===== config.mk =====
export PLATFORM = sky130hd
export DESIGN_NAME = min_spanning_tree_kruskal
export DESIGN_NICKNAME = d
export VERILOG_FILES = /design/src/rtl/core/mst_pkg.sv /design/src/rtl/core/min_spanning_tree_kruskal.sv
export SDC_FILE = /design/constraint.sdc
export NUM_CORES = 2
export LEC_CHECK = 0
export BUFFER_PORTS_ARGS = -buffer_cell sky130_fd_sc_hd__buf_2
export CAP_MARGIN = 20
export CELL_PAD_IN_SITES_DETAIL_PLACEMENT = 0
export CELL_PAD_IN_SITES_GLOBAL_PLACEMENT = 1
export CORE_ASPECT_RATIO = 0.9
export CORE_UTILIZATION = 53
export DETAILED_ROUTE_END_ITERATION = 6
export PLACE_DENSITY_LB_ADDON = 0.25
export RECOVER_POWER = 100
export SLEW_MARGIN = 5
export SYNTH_ARGS = -nofsm -noshare
export SYNTH_HDL_FRONTEND = slang
export SYNTH_SLANG_ARGS = --single-unit
export TNS_END_PERCENT = 10

===== constraint.sdc =====
create_clock -name clk_i -period 6.8 [get_ports clk_i]
set_input_delay 0.34 -clock clk_i [delete_from_list [all_inputs] [get_ports clk_i]]
set_output_delay 0.34 -clock clk_i [all_outputs]
set_load 0.03 [all_outputs]

===== src/rtl/core/mst_pkg.sv =====
// Package for the minimum spanning tree block: constants, result kinds, state and edge types.
// No dependencies.
`default_nettype none
package mst_pkg;
  localparam int unsigned MaxNodes = 32;
  localparam int unsigned MaxEdges = 64;
  localparam int unsigned NodeW = 6;
  localparam int unsigned WeightW = 16;
  localparam int unsigned TotalW = 21;
  localparam logic [TotalW-1:0] WeightSat = 21'h1FFFFF;
  localparam logic [NodeW-1:0] NodeCountReset = 6'd32;

  // Result kinds carried on tuser
  localparam logic KindTotal = 1'b0;
  localparam logic KindEdge  = 1'b1;

  typedef enum logic [3:0] {
    ST_LOAD, ST_SORT_RD, ST_SORT_FIRST, ST_SORT_CMP, ST_SORT_WR_I, ST_SORT_WR_B,
    ST_INIT, ST_SCAN_RD, ST_SCAN_CHK, ST_FIND, ST_MERGE,
    ST_OUT_TOTAL, ST_OUT_RD, ST_OUT_EDGE
  } state_e;

  typedef struct packed {
    logic [NodeW-1:0]   lo;
    logic [NodeW-1:0]   hi;
    logic [WeightW-1:0] w;
  } edge_t;
endpackage
`default_nettype wire


===== src/rtl/core/min_spanning_tree_kruskal.sv =====
// Minimum spanning tree block: top level with the edge memory and sequencer.
// Depends on mst_pkg.
//
// Usage: edges arrive on the s_axis channel, one transaction per cycle while
// loading; tdata = {weight, second_node, first_node}, tlast marks the final
// edge and starts the run. Edges beyond MAX_EDGES are dropped and flagged.
// node_count is written on the cfg channel while the block is loading.
// After tlast the block sorts the E stored edges by weight with a selection
// sort, with one memory read per compare and two writes for the swap. The
// scan then reads each edge in turn and, for a candidate edge, follows parent
// hops (at most MAX_NODES) on both endpoints, then merges. A kept edge is
// written back to the memory in kept order. The block then emits the total
// result (tuser = 0) and each kept edge (tuser = 1) in kept order, tlast on
// the final one; each edge result waits for its memory read.
// A stalled receiver holds the output register and the output states of
// the sequencer.
// s_axis_tready is low from tlast until the last result is in the output
// register. Reset returns to loading with an empty store and node_count 32.
`default_nettype none
module min_spanning_tree_kruskal #(
  parameter int unsigned MAX_NODES = mst_pkg::MaxNodes,
  parameter int unsigned MAX_EDGES = mst_pkg::MaxEdges
) (
  input  wire logic        clk_i,
  input  wire logic        rst_ni,
  input  wire logic        s_axis_tvalid,
  output logic             s_axis_tready,
  // tdata: first_node[5:0], second_node[11:6], weight[27:12], pad
  input  wire logic [31:0] s_axis_tdata,
  input  wire logic        s_axis_tlast,
  output logic             m_axis_tvalid,
  input  wire logic        m_axis_tready,
  // tdata: low_node[5:0], high_node[11:6], edge_weight[27:12],
  //        tree_weight[48:28], overflow[49], pad
  output logic [55:0]      m_axis_tdata,
  // tuser: kind
  output logic             m_axis_tuser,
  output logic             m_axis_tlast,
  input  wire logic        cfg_valid,
  output logic             cfg_ready,
  input  wire logic [5:0]  cfg_data
);
  import mst_pkg::*;

  localparam int unsigned AW = $clog2(MAX_EDGES);
  localparam int unsigned CW = $clog2(MAX_EDGES + 1);
  localparam int unsigned PW = $clog2(MAX_NODES);
  localparam int unsigned GW = $clog2(MAX_NODES + 1);

  state_e state_q, state_d;
  logic [NodeW-1:0] ncfg_q;
  logic [CW-1:0] cnt_q, cnt_d;
  logic drop_q, drop_d;
  logic [CW-1:0] i_q, i_d, j_q, j_d, best_q, best_d;
  edge_t ei_q, ei_d, eb_q, eb_d;
  logic [PW-1:0] par_q [MAX_NODES];
  logic par_init, par_we;
  logic [CW-1:0] nkept_q, nkept_d;
  logic [TotalW-1:0] tot_q, tot_d;
  logic [PW-1:0] fa_q, fa_d, fb_q, fb_d;
  logic [GW-1:0] guard_q, guard_d;
  logic [CW-1:0] oi_q, oi_d;
  logic [GW-1:0] n_eff;
  logic ovalid_q, ovalid_d;
  logic [55:0] odata_q, odata_d;
  logic ouser_q, ouser_d;
  logic olast_q, olast_d;

  // Edge memory: registered read, one write port.
  edge_t mem [MAX_EDGES];
  edge_t rd_q;
  logic we;
  logic [AW-1:0] waddr, raddr;
  edge_t wdata;

  always_ff @(posedge clk_i) begin
    if (we) mem[waddr] <= wdata;
    rd_q <= mem[raddr];
  end

  // Effective node count, clamped to 1..MAX_NODES.
  always_comb begin
    if (ncfg_q == '0) n_eff = GW'(1);
    else if (32'(ncfg_q) > MAX_NODES) n_eff = GW'(MAX_NODES);
    else n_eff = GW'(ncfg_q);
  end

  // Incoming edge with the smaller node first.
  logic [NodeW-1:0] in_a, in_b;
  edge_t in_edge;
  assign in_a = s_axis_tdata[5:0];
  assign in_b = s_axis_tdata[11:6];
  always_comb begin
    in_edge.lo = (in_a < in_b) ? in_a : in_b;
    in_edge.hi = (in_a < in_b) ? in_b : in_a;
    in_edge.w  = s_axis_tdata[27:12];
  end

  assign s_axis_tready = (state_q == ST_LOAD);
  assign cfg_ready = (state_q == ST_LOAD);
  assign m_axis_tvalid = ovalid_q;
  assign m_axis_tdata = odata_q;
  assign m_axis_tuser = ouser_q;
  assign m_axis_tlast = olast_q;

  logic out_free;
  assign out_free = !ovalid_q || m_axis_tready;

  logic edge_ok;
  assign edge_ok = rd_q.lo != '0 && 32'(rd_q.hi) <= 32'(n_eff);

  logic [TotalW:0] sum;
  assign sum = {1'b0, tot_q} + (TotalW+1)'(ei_q.w);

  // Sequencer: next state, memory control and output register.
  always_comb begin
    state_d = state_q; cnt_d = cnt_q; drop_d = drop_q;
    i_d = i_q; j_d = j_q; best_d = best_q; ei_d = ei_q; eb_d = eb_q;
    nkept_d = nkept_q; tot_d = tot_q; fa_d = fa_q; fb_d = fb_q;
    guard_d = guard_q; oi_d = oi_q; par_init = 1'b0; par_we = 1'b0;
    ovalid_d = ovalid_q && !m_axis_tready;
    odata_d = odata_q; ouser_d = ouser_q; olast_d = olast_q;
    we = 1'b0; waddr = '0; raddr = '0; wdata = in_edge;
    unique case (state_q)
      ST_LOAD: begin
        waddr = AW'(cnt_q);
        if (s_axis_tvalid) begin
          if (32'(cnt_q) < MAX_EDGES) begin
            we = 1'b1; cnt_d = cnt_q + CW'(1);
          end else drop_d = 1'b1;
          if (s_axis_tlast) begin
            i_d = '0; state_d = ST_SORT_RD;
          end
        end
      end
      // Selection sort: read entry i, then every later entry in turn
      ST_SORT_RD: begin
        if (i_q + CW'(1) >= cnt_q) state_d = ST_INIT;
        else begin
          raddr = AW'(i_q); state_d = ST_SORT_FIRST;
        end
      end
      ST_SORT_FIRST: begin
        ei_d = rd_q; eb_d = rd_q; best_d = i_q; j_d = i_q + CW'(1);
        raddr = AW'(i_q + CW'(1)); state_d = ST_SORT_CMP;
      end
      ST_SORT_CMP: begin
        // keep the first strictly smallest weight
        if (rd_q.w < eb_q.w) begin
          eb_d = rd_q; best_d = j_q;
        end
        if (j_q + CW'(1) < cnt_q) begin
          j_d = j_q + CW'(1); raddr = AW'(j_q + CW'(1));
        end else state_d = ST_SORT_WR_I;
      end
      ST_SORT_WR_I: begin
        we = 1'b1; waddr = AW'(i_q); wdata = eb_q; state_d = ST_SORT_WR_B;
      end
      ST_SORT_WR_B: begin
        we = 1'b1; waddr = AW'(best_q); wdata = ei_q;
        i_d = i_q + CW'(1); state_d = ST_SORT_RD;
      end
      ST_INIT: begin
        par_init = 1'b1; nkept_d = '0; tot_d = '0; i_d = '0;
        state_d = ST_SCAN_RD;
      end
      // Scan the sorted edges until the tree is complete or the edges run out
      ST_SCAN_RD: begin
        if (i_q >= cnt_q || nkept_q == CW'(n_eff) - CW'(1)) state_d = ST_OUT_TOTAL;
        else begin
          raddr = AW'(i_q); state_d = ST_SCAN_CHK;
        end
      end
      ST_SCAN_CHK: begin
        ei_d = rd_q;
        if (!edge_ok) begin
          i_d = i_q + CW'(1); state_d = ST_SCAN_RD;
        end else begin
          fa_d = PW'(rd_q.lo - NodeW'(1)); fb_d = PW'(rd_q.hi - NodeW'(1));
          guard_d = '0; state_d = ST_FIND;
        end
      end
      ST_FIND: begin
        // one parent hop per cycle on each endpoint
        if (32'(guard_q) < MAX_NODES &&
            (par_q[fa_q] != fa_q || par_q[fb_q] != fb_q)) begin
          if (par_q[fa_q] != fa_q) fa_d = par_q[fa_q];
          if (par_q[fb_q] != fb_q) fb_d = par_q[fb_q];
          guard_d = guard_q + GW'(1);
        end else state_d = ST_MERGE;
      end
      ST_MERGE: begin
        // keep the edge if its endpoints lie in different trees: append it to the kept list at the front of memory
        if (fa_q != fb_q) begin
          we = 1'b1; waddr = AW'(nkept_q); wdata = ei_q;
          nkept_d = nkept_q + CW'(1);
          tot_d = sum[TotalW] ? WeightSat : sum[TotalW-1:0];
          par_we = 1'b1;
        end
        i_d = i_q + CW'(1); state_d = ST_SCAN_RD;
      end
      // Emit the total, then the kept edges
      ST_OUT_TOTAL: begin
        if (out_free) begin
          ovalid_d = 1'b1; ouser_d = KindTotal;
          olast_d = (nkept_q == '0);
          odata_d = {6'd0, drop_q, tot_q, 28'd0};
          oi_d = '0;
          if (nkept_q == '0) begin
            state_d = ST_LOAD; cnt_d = '0; drop_d = 1'b0;
          end else state_d = ST_OUT_RD;
        end
      end
      ST_OUT_RD: begin
        raddr = AW'(oi_q); state_d = ST_OUT_EDGE;
      end
      ST_OUT_EDGE: begin
        // hold the read address so rd_q stays put under a stall
        raddr = AW'(oi_q);
        if (out_free) begin
          ovalid_d = 1'b1; ouser_d = KindEdge;
          olast_d = (oi_q + CW'(1) == nkept_q);
          odata_d = {6'd0, drop_q, tot_q, rd_q.w, rd_q.hi, rd_q.lo};
          oi_d = oi_q + CW'(1);
          if (oi_q + CW'(1) == nkept_q) begin
            state_d = ST_LOAD; cnt_d = '0; drop_d = 1'b0;
          end else state_d = ST_OUT_RD;
        end
      end
      default: state_d = ST_LOAD;
    endcase
  end

  // Registers and parent table.
  always_ff @(posedge clk_i or negedge rst_ni) begin
    if (!rst_ni) begin
      state_q <= ST_LOAD; ncfg_q <= NodeCountReset; cnt_q <= '0; drop_q <= 1'b0;
      i_q <= '0; j_q <= '0; best_q <= '0; ei_q <= '0; eb_q <= '0;
      nkept_q <= '0; tot_q <= '0; fa_q <= '0; fb_q <= '0;
      guard_q <= '0; oi_q <= '0;
      ovalid_q <= 1'b0; odata_q <= '0; ouser_q <= 1'b0; olast_q <= 1'b0;
      for (int k = 0; k < MAX_NODES; k++) par_q[k] <= '0;
    end else begin
      if (cfg_valid && cfg_ready) ncfg_q <= cfg_data;
      state_q <= state_d; cnt_q <= cnt_d; drop_q <= drop_d;
      i_q <= i_d; j_q <= j_d; best_q <= best_d; ei_q <= ei_d; eb_q <= eb_d;
      nkept_q <= nkept_d; tot_q <= tot_d; fa_q <= fa_d; fb_q <= fb_d;
      guard_q <= guard_d; oi_q <= oi_d;
      ovalid_q <= ovalid_d; odata_q <= odata_d; ouser_q <= ouser_d;
      olast_q <= olast_d;
      if (par_init) begin
        for (int k = 0; k < MAX_NODES; k++) par_q[k] <= PW'(k);
      end else if (par_we) begin
        par_q[fb_q] <= fa_q;
      end
    end
  end

`ifndef NO_ASSERTIONS
  a_no_in_busy: assert property (@(posedge clk_i) disable iff (!rst_ni)
    (state_q != ST_LOAD) |-> !s_axis_tready) else $error("ready while busy");
  a_cnt_cap: assert property (@(posedge clk_i) disable iff (!rst_ni)
    32'(cnt_q) <= MAX_EDGES) else $error("edge count beyond capacity");
  a_out_hold: assert property (@(posedge clk_i) disable iff (!rst_ni)
    (m_axis_tvalid && !m_axis_tready) |=>
      (m_axis_tvalid && $stable(m_axis_tdata) && $stable(m_axis_tuser) &&
       $stable(m_axis_tlast)))
    else $error("result changed under stall");
`endif
endmodule
`default_nettype wire

==> summary.txt <==
asr flop ratio synth: 16.4%
HP Class: in2reg
CTS root buffer: clkbuf_16
Die Ht: 395 um
storage element area: 63300 um2
Max Slew Vio Count: 1723
clk sinks: 2178
Mapped Cells: 6826
leading cell type in the layout, fill and taps excluded: edfxtp_1
reg2reg setup slack: 0.26 ns
WP data arrival: 7.04 ns
Synth Area per Inst: 13.3 um2
Synth Cell Area: 91100 um2
vias in the first global route: 56257
Iter 0 DRT Violations: 7510
CP Class: reg2reg
Slew HR: -209%
Area growth syn-to-layout: 11.6%
final hold viol count: 0
peak supply drop: 274 uV
Worst Skew: 0.0724 ns
Ys Warns: 0
GR Overflow Total: 0
min cycle time layout: 6.54 ns
setup violators final: 0
number of synthesized flops with an enable pin: 1792
Core Region: 170000 um2
DR vias/cell: 6.30
H-tree Lvls: 4
WHS: 0.0618 ns
CP top delay family: simple AND/OR/NAND/NOR gates
DRT Pass-1 Iters: 6
unrepaired setup endpoints after global routing: false
clk_lat worst skew: 0.87 ns
# resized after CTS: 0
worst-path fanout max: 35
first-pass GRT wire length: 380000 um
outcome: finished with violations
CTS Buf Count: 211
DR DRC count: 0
largest net degree at the start of global routing: 138
gp weighted congestion: 0.892
die area: 173000 um2
Synth Register Bits: 2178
Final Cycle Share: 96.2%
critical path endpoint category: flip-flop
I/O pin count: 105
CP Buf/Inv Count: 1
drt wl/cell: 27.8 um
Finished Cell Area: 102000 um2
via count: 58906
CP peak stage delay: 1.95 ns
fraction of layout instances using a drive strength above 1: 11.4%
Initial Util: 53.7%
crit-path cells: xor2_1, nor3_1, a311oi_1, a221o_1, nand3_1, nor2_1, clkbuf_2
Routed Antenna Nets: 0
most frequent cells in the layout: edfxtp_1 (1792), nand2_1 (1567), nand3_1 (398)
Crit path required time: 7.30 ns
failing checks: capacitance limit, slew limit
Layout Cells excl Fill: 9349
Total Routing Usage GR: 29.8%
setup TNS: 0 ns
worst slew pin tran: 4.64 ns
area of the multi-input gates: 25800 um2
Post-Place Cells: 8948
Synth Flop Type: edfxtp_1
DP Area: 95500 um2
P_leak: 0.0366 uW
Cell Pwr Density: 443 nW/um2
sequential-to-total area share from yosys stat: 69.6%
placed wire-length estimate: 156000 um
Clock Tree Buf Depth: 3
CP startpoint kind: flip-flop
PortBufs: 94
FILL cells: 13214
FMAX: 0.153 GHz
max cap viols: 62
Yosys cell types: 87
slowest CP cell: nor2_1
antenna violations before repair: 11
routed wire length: 260000 um
Die X: 439 um
Clk pin slew, worst setup/hold paths: 0.06 ns
row cnt: 143
TritonCTS clock tree: done
NumNets Final: 7043
[final cells by class]
type                    count  share of cell area, %
clock buffers             272                   5.65
clock inverters           113                   1.13
well taps                2247                   2.77
multi-input cells        4117                   25.4
flip-flops and latches   2178                   62.3
diodes                      4                0.00985
repair buffers            349                   2.43
inverters                  69                  0.255
[cell usage after synthesis, drive strengths merged (20+ instances only)]
cell type,number,area (um2)
mux2i,305,3050
nor3,48,240
and3,112,701
a22o,27,236
a31oi,186,1160
dfrtp,357,8930
xor2,30,263
a32o,22,220
nand4,146,913
a22oi,20,150
buf,201,1020
inv,69,259
a32oi,131,1150
nand3,398,1990
nor2,212,801
dfxtp,28,561
mux2,94,1060
ha,72,901
xnor2,38,333
edfxtp,1792,53800
nand2,1574,5920
a21o,23,173
a311oi,29,254
clkbuf,266,1000
a21oi,140,701
a211oi,92,691
a221oi,35,330
mux4,100,2250
o21ai,99,499
[worst reg2reg max path, cell delays in order, from the launching register on]
cell,delay (ns)
dfrtp_2,0.89
xor2_1,0.21
nor3_1,0.09
a311oi_1,1.20
a221o_1,0.62
nand3_1,0.59
nor2_1,1.95
clkbuf_2,0.66
[logic make-up after synthesis]
family	count (synthesis)	synth area share, %
DFF	2178	69.6
AOI/OAI and AO/OA	893	6.99
xor gates and xnor gates	68	0.654
buffers and inverters	536	2.51
other	1	0.00412
and+or+nand+nor	2578	12.3
muxes	499	6.99
adders and majority gates	73	1.01
[power by group]
group | leakage [uW] | total [uW] | switching (uW) | internal, uW
registers | 0.0208 | 18400 | 1120 | 17300
logic | 0.0125 | 15000 | 10400 | 4540
clock network | 0.00335 | 11600 | 5110 | 6510
total | 0.0366 | 45000 | 16700 | 28300
[metal layers]
metal | part of all wire [%] | vias up | routed length, um | global-route usage [%]
met5 | 0.017 | - | 44 | 0
met4 | 4.0 | 6 | 10400 | 10.4
met3 | 9.7 | 461 | 25300 | 5.51
met2 | 44 | 2813 | 115000 | 44.3
met1 | 42 | 29833 | 109000 | 44.1
li1 | - | 25793 | - | -
[timing repair]
| item | CTS | global route |
|---|---|---|
| hold buffers | 8 | 0 |
| endpoints found under the hold margin | 84 | 0 |
| buffers inserted | 0 | 0 |
[state kept, by name, indices dropped and copies added, names as in the netlist, 21 cells and up]
register      cells
eb_q             28
ei_q             28
m_axis_tdata     50
mem            1792
par_q           160
rd_q             28
tot_q            21
[stage by stage]
step | utilization (%) | total power (uW) | worst slack, ns
finish | 59.9 | 45000 | 0.257
global route | 59.9 | 46700 | 0.301
CTS | 60.4 | 45100 | 1.02
detailed placement | 56.3 | 33600 | 1.03
global placement | 56.1 | 33200 | 1.05
floorplan | - | 27300 | 1.53
[final timing paths]
check / startpoint / end / depth (start not counted)
min reg2reg: guard_q[5] / guard_q[5] / 2
min in group asynchronous: rst_ni / par_q[119] / 2
max: fa_q[1] / mem[10][0] / 7
max reg2reg: fa_q[1] / mem[10][0] / 7
min: m_axis_tready / m_axis_tvalid / 3
max in group asynchronous: rst_ni / ei_q[5] / 3
Note: power is estimated with default switching activity, not from simulation.
